--- config.mk ---
export PLATFORM = sky130hd
export DESIGN_NAME = multi_level_prime_size_generator_flat
export DESIGN_NICKNAME = d
export VERILOG_FILES = /design/src/rtl/mlps_pkg.sv /design/src/rtl/mlps_if.sv /design/src/rtl/mlps_mul.sv /design/src/rtl/mlps_div.sv /design/src/rtl/multi_level_prime_size_generator.sv /design/src/flat_wrapper.sv
export SDC_FILE = /design/constraint.sdc
export NUM_CORES = 2
export LEC_CHECK = 0
export ABC_AREA = 1
export CORE_ASPECT_RATIO = 0.8
export CORE_UTILIZATION = 50
export CTS_BUF_LIST = sky130_fd_sc_hd__clkbuf_4
export CTS_CLUSTER_DIAMETER = 100
export DETAILED_ROUTE_END_ITERATION = 10
export DONT_BUFFER_PORTS = 1
export GPL_TIMING_DRIVEN = 0
export SKIP_CTS_REPAIR_TIMING = 1
export SLEW_MARGIN = 20
export SYNTH_ARGS = -nofsm -noshare
export SYNTH_HDL_FRONTEND = slang
export SYNTH_SLANG_ARGS = --single-unit
--- constraint.sdc ---
create_clock -name i_clk -period 8.87 [get_ports i_clk]
set_input_delay 0.4435 -clock i_clk [delete_from_list [all_inputs] [get_ports i_clk]]
set_output_delay 0.4435 -clock i_clk [all_outputs]
set_load 0.005 [all_outputs]
--- src/rtl/mlps_pkg.sv ---
`timescale 1ns / 1ps

package mlps_pkg;

    localparam int DEF_MAX_LEVELS = 8;

    localparam logic [31:0] INV_LN_Q32    = 32'd952350469;
    localparam logic [31:0] OCC_RATIO_Q32 = 32'd4247722655;

    typedef enum logic [3:0] {
        ST_IDLE,
        ST_SCALE,
        ST_SCALE_W,
        ST_SQ,
        ST_SQ_W,
        ST_DIV,
        ST_OCC,
        ST_OCC_W,
        ST_OUT
    } t_state;

    typedef struct packed {
        logic start;
    } t_div_cmd;

    typedef struct packed {
        logic busy;
        logic done;
        logic rem_zero;
    } t_div_stat;

endpackage

--- src/rtl/mlps_if.sv ---
`timescale 1ns / 1ps

interface mlps_in_if;
    logic        valid;
    logic        ready;
    logic [31:0] item_count;
    logic [3:0]  level_count;

    modport source (output valid, output item_count, output level_count, input ready);
    modport sink   (input valid, input item_count, input level_count, output ready);
endinterface

interface mlps_out_if;
    logic        valid;
    logic        ready;
    logic [31:0] level_size;
    logic [31:0] total_size;
    logic        overflow_error;
    logic        last;

    modport source (output valid, output level_size, output total_size,
                    output overflow_error, output last, input ready);
    modport sink   (input valid, input level_size, input total_size,
                    input overflow_error, input last, output ready);
endinterface

--- src/rtl/mlps_mul.sv ---
`timescale 1ns / 1ps

module mlps_mul (
    input  logic        i_clk,
    input  logic [31:0] i_a,
    input  logic [31:0] i_b,
    output logic [63:0] o_prod
);

    logic [63:0] r_prod;

    always_ff @(posedge i_clk) begin
        r_prod <= 64'(i_a) * 64'(i_b);
    end

    assign o_prod = r_prod;

endmodule

--- src/rtl/mlps_div.sv ---
`timescale 1ns / 1ps

module mlps_div
    import mlps_pkg::*;
(
    input  logic        i_clk,
    input  logic        i_rst_n,
    input  t_div_cmd    i_cmd,
    input  logic [31:0] i_dividend,
    input  logic [31:0] i_divisor,
    output t_div_stat   o_stat
);

    logic [32:0] r_rem, n_rem;
    logic [31:0] r_quo, n_quo;
    logic [31:0] r_dvs, n_dvs;
    logic [5:0]  r_cnt, n_cnt;
    logic        r_busy, n_busy;
    logic        r_done, n_done;
    logic [32:0] shifted;

    // one remainder bit per cycle, restoring
    always_comb begin
        shifted = {r_rem[31:0], r_quo[31]};
        n_rem   = r_rem;
        n_quo   = r_quo;
        n_dvs   = r_dvs;
        n_cnt   = r_cnt;
        n_busy  = r_busy;
        n_done  = 1'b0;
        if (i_cmd.start) begin
            n_rem  = '0;
            n_quo  = i_dividend;
            n_dvs  = i_divisor;
            n_cnt  = 6'd32;
            n_busy = 1'b1;
        end else if (r_busy) begin
            if (shifted >= {1'b0, r_dvs}) begin
                n_rem = shifted - {1'b0, r_dvs};
            end else begin
                n_rem = shifted;
            end
            n_quo = {r_quo[30:0], 1'b0};
            n_cnt = r_cnt - 6'd1;
            if (r_cnt == 6'd1) begin
                n_busy = 1'b0;
                n_done = 1'b1;
            end
        end
    end

    always_ff @(posedge i_clk) begin
        r_rem <= n_rem;
        r_quo <= n_quo;
        r_dvs <= n_dvs;
        r_cnt <= n_cnt;
        if (!i_rst_n) begin
            r_busy <= 1'b0;
            r_done <= 1'b0;
        end else begin
            r_busy <= n_busy;
            r_done <= n_done;
        end
    end

    assign o_stat.busy     = r_busy;
    assign o_stat.done     = r_done;
    assign o_stat.rem_zero = (r_rem == 33'd0);

endmodule

--- src/rtl/multi_level_prime_size_generator.sv ---
`timescale 1ns / 1ps
// channel   dir  word                                              handshake
// i_in      in   item_count[31:0], level_count[3:0]                valid/ready
// o_out     out  level_size[31:0], total_size[31:0], overflow_error, last
//                                                                  valid/ready
// one request at a time; i_in.ready is high only when idle
// per level: a scale multiply, an occupancy multiply and an output state, plus for a
// candidate above 2 a closing d*d test, plus per odd divisor tried a d*d test on the shared
// multiplier and a pass through the bit-serial remainder unit
// synchronous active-low reset returns the sequencer to idle, nothing to clear
// a waiting result holds the sequencer until o_out.ready takes it

module multi_level_prime_size_generator
    import mlps_pkg::*;
#(
    parameter int MAX_LEVELS = DEF_MAX_LEVELS
) (
    input  logic        i_clk,
    input  logic        i_rst_n,
    mlps_in_if.sink     i_in,
    mlps_out_if.source  o_out
);

    localparam int LVL_W = $clog2(MAX_LEVELS + 1);

    t_state r_state, n_state;

    logic [31:0]      r_rem, n_rem;
    logic [LVL_W-1:0] r_lvls, n_lvls;
    logic [LVL_W-1:0] r_idx, n_idx;
    logic [31:0]      r_total, n_total;
    logic [31:0]      r_cand, n_cand;
    logic [31:0]      r_d, n_d;
    logic [31:0]      r_out_size, n_out_size;
    logic [31:0]      r_out_total, n_out_total;
    logic             r_out_err, n_out_err;
    logic             r_out_last, n_out_last;

    logic [31:0] mul_a, mul_b;
    logic [63:0] prod;
    t_div_cmd    div_cmd;
    t_div_stat   div_stat;

    logic [31:0]      scaled;
    logic [31:0]      occ;
    logic             sq_over;
    logic             err;
    logic             is_last;
    logic [LVL_W-1:0] lvl_in;

    assign scaled  = prod[63:32];
    assign occ     = prod[63:32];
    assign sq_over = prod > {32'd0, r_cand};
    assign err     = r_rem < occ;
    assign is_last = err || (LVL_W'(r_idx + 1'b1) == r_lvls);
    assign lvl_in  = (32'(i_in.level_count) > 32'(MAX_LEVELS)) ? LVL_W'(MAX_LEVELS)
                                                              : LVL_W'(i_in.level_count);

    mlps_mul u_mul (
        .i_clk  (i_clk),
        .i_a    (mul_a),
        .i_b    (mul_b),
        .o_prod (prod)
    );

    mlps_div u_div (
        .i_clk      (i_clk),
        .i_rst_n    (i_rst_n),
        .i_cmd      (div_cmd),
        .i_dividend (r_cand),
        .i_divisor  (r_d),
        .o_stat     (div_stat)
    );

    // next state
    always_comb begin
        n_state = r_state;
        case (r_state)
            ST_IDLE: begin
                if (i_in.valid && (i_in.level_count != 4'd0)) begin
                    n_state = ST_SCALE;
                end
            end
            ST_SCALE:   n_state = ST_SCALE_W;
            ST_SCALE_W: n_state = (scaled <= 32'd2) ? ST_OCC : ST_SQ;
            ST_SQ:      n_state = ST_SQ_W;
            ST_SQ_W:    n_state = sq_over ? ST_OCC : ST_DIV;
            ST_DIV: begin
                if (div_stat.done) begin
                    n_state = ST_SQ;
                end
            end
            ST_OCC:   n_state = ST_OCC_W;
            ST_OCC_W: n_state = ST_OUT;
            ST_OUT: begin
                if (o_out.ready) begin
                    n_state = r_out_last ? ST_IDLE : ST_SCALE;
                end
            end
            default: n_state = ST_IDLE;
        endcase
    end

    // control outputs
    always_comb begin
        i_in.ready    = 1'b0;
        o_out.valid   = 1'b0;
        div_cmd.start = 1'b0;
        mul_a         = r_rem;
        mul_b         = INV_LN_Q32;
        case (r_state)
            ST_IDLE: i_in.ready = 1'b1;
            ST_SQ: begin
                mul_a = r_d;
                mul_b = r_d;
            end
            ST_SQ_W: div_cmd.start = !sq_over;
            ST_OCC: begin
                mul_a = r_cand;
                mul_b = OCC_RATIO_Q32;
            end
            ST_OUT: o_out.valid = 1'b1;
            default: ;
        endcase
    end

    // datapath
    always_comb begin
        n_rem       = r_rem;
        n_lvls      = r_lvls;
        n_idx       = r_idx;
        n_total     = r_total;
        n_cand      = r_cand;
        n_d         = r_d;
        n_out_size  = r_out_size;
        n_out_total = r_out_total;
        n_out_err   = r_out_err;
        n_out_last  = r_out_last;
        case (r_state)
            ST_IDLE: begin
                n_rem   = i_in.item_count;
                n_lvls  = lvl_in;
                n_idx   = '0;
                n_total = '0;
            end
            ST_SCALE_W: begin
                if (scaled <= 32'd2) begin
                    n_cand = 32'd2;
                end else begin
                    n_cand = scaled | 32'd1;
                    n_d    = 32'd3;
                end
            end
            ST_DIV: begin
                if (div_stat.done) begin
                    if (div_stat.rem_zero) begin
                        n_cand = r_cand + 32'd2;
                        n_d    = 32'd3;
                    end else begin
                        n_d = r_d + 32'd2;
                    end
                end
            end
            ST_OCC_W: begin
                n_total     = r_total + r_cand;
                n_out_size  = r_cand;
                n_out_total = r_total + r_cand;
                n_out_err   = err;
                n_out_last  = is_last;
                n_rem       = r_rem - occ;
            end
            ST_OUT: begin
                if (o_out.ready) begin
                    n_idx = LVL_W'(r_idx + 1'b1);
                end
            end
            default: ;
        endcase
    end

    always_ff @(posedge i_clk) begin
        r_rem       <= n_rem;
        r_lvls      <= n_lvls;
        r_idx       <= n_idx;
        r_total     <= n_total;
        r_cand      <= n_cand;
        r_d         <= n_d;
        r_out_size  <= n_out_size;
        r_out_total <= n_out_total;
        r_out_err   <= n_out_err;
        r_out_last  <= n_out_last;
        if (!i_rst_n) begin
            r_state <= ST_IDLE;
        end else begin
            r_state <= n_state;
        end
    end

    assign o_out.level_size     = r_out_size;
    assign o_out.total_size     = r_out_total;
    assign o_out.overflow_error = r_out_err;
    assign o_out.last           = r_out_last;

    a_ready_excl: assert property (@(posedge i_clk) disable iff (!i_rst_n)
        i_in.ready |-> !o_out.valid)
        else $error("input ready while a result is pending");

    a_div_idle: assert property (@(posedge i_clk) disable iff (!i_rst_n)
        div_cmd.start |-> !div_stat.busy)
        else $error("remainder unit started while busy");

    a_err_last: assert property (@(posedge i_clk) disable iff (!i_rst_n)
        (o_out.valid && o_out.overflow_error) |-> o_out.last)
        else $error("flagged level not marked last");

    a_cand_odd: assert property (@(posedge i_clk) disable iff (!i_rst_n)
        (r_state == ST_SQ) |-> r_cand[0])
        else $error("trial division on an even candidate");

    a_div_wait: assert property (@(posedge i_clk) disable iff (!i_rst_n)
        (r_state == ST_DIV && !div_stat.done) |-> div_stat.busy)
        else $error("waiting on an idle remainder unit");

endmodule

--- src/flat_wrapper.sv ---
// flat-port wrapper written by rule: the top's interface ports become plain ports
module multi_level_prime_size_generator_flat import mlps_pkg::*;
#(
    parameter int MAX_LEVELS = DEF_MAX_LEVELS
)
  (i_clk, i_rst_n, i_in_valid, i_in_item_count, i_in_level_count, i_in_ready, o_out_valid, o_out_level_size, o_out_total_size, o_out_overflow_error, o_out_last, o_out_ready);
  mlps_in_if i_in_i ();
  mlps_out_if o_out_i ();
  input  logic i_clk;
  input  logic i_rst_n;
  input wire logic [$bits(i_in_i.valid)-1:0] i_in_valid;
  input wire logic [$bits(i_in_i.item_count)-1:0] i_in_item_count;
  input wire logic [$bits(i_in_i.level_count)-1:0] i_in_level_count;
  output wire logic [$bits(i_in_i.ready)-1:0] i_in_ready;
  output wire logic [$bits(o_out_i.valid)-1:0] o_out_valid;
  output wire logic [$bits(o_out_i.level_size)-1:0] o_out_level_size;
  output wire logic [$bits(o_out_i.total_size)-1:0] o_out_total_size;
  output wire logic [$bits(o_out_i.overflow_error)-1:0] o_out_overflow_error;
  output wire logic [$bits(o_out_i.last)-1:0] o_out_last;
  input wire logic [$bits(o_out_i.ready)-1:0] o_out_ready;
  assign i_in_i.valid = i_in_valid;
  assign i_in_i.item_count = i_in_item_count;
  assign i_in_i.level_count = i_in_level_count;
  assign i_in_ready = i_in_i.ready;
  assign o_out_valid = o_out_i.valid;
  assign o_out_level_size = o_out_i.level_size;
  assign o_out_total_size = o_out_i.total_size;
  assign o_out_overflow_error = o_out_i.overflow_error;
  assign o_out_last = o_out_i.last;
  assign o_out_i.ready = o_out_ready;
  multi_level_prime_size_generator #(.MAX_LEVELS(MAX_LEVELS)) u_core (.i_clk(i_clk), .i_rst_n(i_rst_n), .i_in(i_in_i), .o_out(o_out_i));
endmodule
* Word-level counts from Yosys, hierarchy flattened
Cells that the tools add are included.
Storage, ports and cells: output and inout bits 68, bits in registers 375, RAM bits 0, word-level logic and storage cells 94, bits in latches 0, memories kept 0, input port bits 40, ROM bits 0
Operators by class: add/sub/neg operators 7, shifts and indexed selects 0, $lt $le $gt $ge 5, bitwise logic cells 2, muxes and demuxes 31, div/mod/pow operators 0, multipliers 1, eq/ne operators 15, reductions and logical operators 15
Operators by type and width (number):
- 32-bit case mux with 2 select lines | 6
- 32-bit two-way mux | 8
- 32-bit by 2-bit adder with 32-bit output (second input constant) | 2
- 64-bit by 32-bit > comparator with 1-bit output | 1
- 32-bit by 32-bit multiplier with 64-bit output | 1
- 4-bit case mux with 9 select lines | 1
- 33-bit by 32-bit >= comparator with 1-bit output | 1
- 33-bit zero test | 1
- 33-bit two-way mux | 1
- 33-bit by 32-bit subtractor with 33-bit output | 1
- 32-bit adder | 1
- 32-bit by 2-bit less-or-equal comparator with 1-bit output (second input constant) | 1
- 32-bit less-than comparator | 1
- 32-bit subtractor | 1
- 4-bit by 3-bit equality test with 1-bit output (second input constant) | 4
- 4-bit two-way mux | 4
- 3-bit AND reduction | 3
- 4-bit by 2-bit equality test with 1-bit output (second input constant) | 2
- 1-bit two-way mux | 8
- 4-bit case mux with 2 select lines | 1
- 2-bit nonzero test | 4
- 6-bit by 1-bit equality test with 1-bit output (second input constant) | 1
- 2-bit != test (second input constant) | 3
- 6-bit by 1-bit subtractor with 6-bit output (second input constant) | 1
- 16 further kinds | 18

* Depth between registers and ports, before layout
depth in word-level cells 4, depth in mapped cells 40

* By module
Synthesis repeated with hierarchy kept, for this count alone.
Unflattened totals: cells, all modules 7868, area total of the unflattened synthesis 58939.0 um2
By module, submodules not included:
- mlps_mul | sequential area each 1281.2 um2, area an instance 37418.4 um2, instances 1, cells each 5032
- multi_level_prime_size_generator | sequential area each 6145.9 um2, area an instance 14427.6 um2, instances 1, cells each 1790
- mlps_div | sequential area each 2742.6 um2, area an instance 7093.1 um2, instances 1, cells each 1046

* Worst setup path before layout
OpenSTA, ideal clock, no wires.
path kind reg-to-reg, start point reg u_core.r_state[3], end point reg u_core.u_mul.r_prod[43], in the netlist u_core.u_mul.o_prod[43], setup slack 1.585 ns, clock period less this slack 7.285 ns, cell stages (with the launch flop) 38, buffers on the path 2, arrival 7.166 ns, cells stage by stage dfxtp_1 > nor2_1 > inv_2 > nor2_8 > nor2_8 > inv_4 > buf_6 > o21ai_1 > inv_2 > a21oi_2 > buf_2 > nor2_1 > fa_1 > fa_1 > fa_1 > inv_1 > fa_1 > inv_1 > [2 not listed] > fa_1 > inv_1 > fa_1 > inv_1 > fa_1 > inv_1 > ha_1 > nand2_1 > nor2_1 > nand2_1 > o21ai_0 > nand2_1 > nand2_1 > nand2_1 > inv_1 > nor2_1 > nand2_1 > nand2_1
Between the ends: longest elaborated chain between the ends 3
RTL lines:
- start, declared | RTL line multi_level_prime_size_generator.sv:26 | t_state r_state, n_state;
- start signal, assigned | RTL line multi_level_prime_size_generator.sv:195 | r_state <= n_state;
- 4-bit by 3-bit equality test with 1-bit output or 4-bit by 2-bit equality test with 1-bit output (tied branches) | RTL line multi_level_prime_size_generator.sv:111 | case (r_state)
- 32-bit case mux with 2 select lines | RTL line multi_level_prime_size_generator.sv:111
- 32-bit by 32-bit multiplier with 64-bit output * | RTL line mlps_mul.sv:13 | r_prod <= 64'(i_a) * 64'(i_b);
- end signal, assigned | RTL line mlps_mul.sv:13
- end, declared | RTL line mlps_mul.sv:10 | logic [63:0] r_prod;
Mark *: on every way between the ends. The rest lies on a longest branch, timed or not. A chain may end at the register's enable or synchronous reset.

* Final worst setup path
start point reg u_core.r_state[3], end point reg u_core.u_mul.r_prod[45], in the netlist u_core.u_mul.o_prod[45]
The elaborated chain is that of the path after synthesis.

==> impl_metrics.json <==
{
  "cts_buffer_depth": 3,
  "final_cell_mix": "inv_1, nand2_1, nor2_1, fa_1, ha_1",
  "reg2reg_depth": 32,
  "ys_warn_count": 0,
  "drv_cap": 0,
  "syn_inst": 6704,
  "synth.distinct_cells": 55,
  "period_share": 1.003,
  "floorplan.initialDensity": 0.5046,
  "syn_avg_cell_area_um2": 8.178,
  "cts_max_level": 3,
  "clk_pin_slew_ps": 90,
  "wire_per_inst_um": 25.39,
  "critPathLaunch": "u_core.r_state[3]",
  "crit_path_max_fanout": 10,
  "finalClockSkew_ps": 88.81,
  "numPlacedInstances": 8143,
  "cts_tree": "yes",
  "ys.flop_type": "edfxtp_1",
  "io_pins": 108,
  "tightest_slew_ps": 1226,
  "portBuffers": 0,
  "rrSetupSlack_ps": -20,
  "syn_nets": 8038,
  "hold_class": "in -> reg",
  "num_vias": 47830,
  "antenna_found_initial": 9,
  "gp_congestion": 1.117,
  "ant_nets": 0,
  "final_common_cell": "inv_1",
  "rows": 108,
  "violations": "negative setup slack",
  "cpPeakStageDelay_ps": 590,
  "synth-edff-count": 266,
  "first_global_vias": 45440,
  "cp.arrival_ps": 9670,
  "cp-endpoint": "u_core.u_mul.o_prod[45]",
  "grt_usage": 0.3890,
  "grt_max_degree": 59,
  "dieArea_mm2": 0.1110,
  "setup_violations": 1,
  "die_x_um": 372.2,
  "numCtsBuffers": 85,
  "cts_root_buf": "clkbuf_4",
  "core_area_mm2": 0.1086,
  "crit_path_start_kind": "flop",
  "cpMostUsedCell": "fa_1",
  "async_flop_share": 0,
  "maxSlewViolCount": 0,
  "rr_endpoint": "u_core.u_mul.o_prod[45]",
  "yosysSeqAreaShare": 0.1855,
  "status": "finished, violations left",
  "dr.first_iter.drc_count": 6000,
  "fmax_mhz": 112.4,
  "crit_type": "reg -> reg",
  "wl_um": 214200,
  "worstPathRequired_ps": 9650,
  "area_growth_syn_to_layout_pct": 9.982,
  "grt_pass1_wl_um": 309300,
  "rsz0062_at_grt": "true",
  "clk-insertion-delay-late_ps": 920,
  "drc": 0,
  "min_period_ps": 8895,
  "setup_slack_ps": -24.91,
  "die_h_um": 298.2,
  "endpoint_kind": "flop",
  "nets": 8256,
  "slowest_stage": "fa_1",
  "viasPerCell": 5.670,
  "overflow": 0,
  "fin_cells": 8435,
  "timing.rr.start": "u_core.r_state[3]",
  "cts.sinks": 375,
  "synth_area_mm2": 0.05483,
  "synth-seq-cells": 375,
  "dpl.hpwl_um": 179900,
  "dr.pass1.iters": 6,
  "final_hold_viol_count": 0,
  "layout-drive-gt1-share": 0.08553,
  "slew-limit-headroom": 0.1830,
  "fin_util": 0.5550
}
critical path: cells and delay by family, from the launching register on:
| kind | cells | cell delay, ps |
|---|---|---|
| simple gates | 7 | 1280 |
| xor+xnor | 1 | 170 |
| buf+inv | 10 | 1440 |
| fa+ha+maj | 9 | 4220 |
| flops | 1 | 360 |
| compound gates | 5 | 1230 |
layer usage:
metal / part of all wire / track usage / vias up
met3: 0.15 / 0.1512 / 310
met4: 0.031 / 0.1252 / 2
met5: 0.00021 / 0 / -
li1: - / - / 20990
met1: 0.43 / 0.5807 / 23630
met2: 0.39 / 0.5084 / 2894
synthesized netlist by cell type (21+ instances only):
cell type / number / area share
xor2_1: 99 / 0.016
a21o_1: 23 / 0.0031
inv_1: 1376 / 0.094
inv_2: 36 / 0.0025
o21bai_1: 26 / 0.0036
dfxtp_1: 109 / 0.040
clkbuf_1: 68 / 0.0047
nor2_1: 998 / 0.068
nor3_1: 52 / 0.0047
ha_1: 395 / 0.090
edfxtp_1: 266 / 0.15
nand3_1: 196 / 0.018
buf_2: 121 / 0.011
o21ai_0: 238 / 0.022
o21ai_1: 21 / 0.0019
nand2_1: 1241 / 0.085
a31oi_1: 23 / 0.0026
a21oi_1: 255 / 0.023
nand4_1: 50 / 0.0057
xnor2_1: 32 / 0.0051
fa_1: 899 / 0.33
state kept, by name, summed over array words and instances, names as in the netlist, 4 cells and up:
register,cells
u_core.r_lvls,4
u_core.o_out.total_size,32
u_core.u_div.r_rem,33
u_core.r_d,32
u_core.u_mul.o_prod,64
u_core.u_div.r_cnt,6
u_core.r_state,4
u_core.r_total,32
u_core.r_cand,32
u_core.o_out.level_size,32
u_core.r_rem,32
u_core.u_div.r_quo,32
u_core.r_idx,4
u_core.u_div.r_dvs,32
kinds of logic after synthesis:
group	after synthesis	share of synthesized area
buffers and inverters	1621	0.1148
XOR/XNOR	131	0.02093
adder cells (fa/ha/maj)	1294	0.4184
flip-flops	375	0.1855
AO/OA/AOI/OAI	673	0.06920
AND/OR/NAND/NOR	2610	0.1912
how the worst min path moves through the flow:
| stage | start | endpoint | slack (ps) | cells after the start |
|---|---|---|---|---|
| finish | i_in_level_count[0] | u_core.r_lvls[0] | 50 | 3 |
| global route | i_in_level_count[0] | u_core.r_lvls[1] | 20 | 3 |
| CTS | i_rst_n | u_core.r_state[3] | -420 | 1 |
| detailed placement | u_core.u_div.r_cnt[0] | u_core.u_div.r_cnt[0] | 480 | 2 |
| global placement | u_core.u_div.r_cnt[0] | u_core.u_div.r_cnt[0] | 480 | 2 |
| floorplan | u_core.r_d[10] | u_core.u_div.r_dvs[10] | 450 | 0 |
area by class of cell:
cell class	instances	area, um^2
fill	10440	48350
multi-input combinational	4708	39070
sequential	375	10170
inverter	1421	5400
tap	1430	1789
timing repair buffer	132	1449
buffer	199	1221
clock buffer	124	930.9
clock inverter	33	232.7
antenna	13	32.53
per-stage QoR:
step	setup TNS, ps	instance area [um^2]	worst slack (ps)	hold slack [ps]
after detailed placement	-28470	56910	-929.8	479.3
after floorplan	0	54830	1585	450.8
after CTS	-31100	58080	-982.2	-424.0
final	-24.91	60300	-24.91	50.37
after global routing	-377.6	60280	-84.46	22.57
after global placement	-60700	56610	-1524	475.8
Power is left out: the tool's default activity adds up to more than one toggle a clock period on the data nets, which glitch-free logic cannot reach.
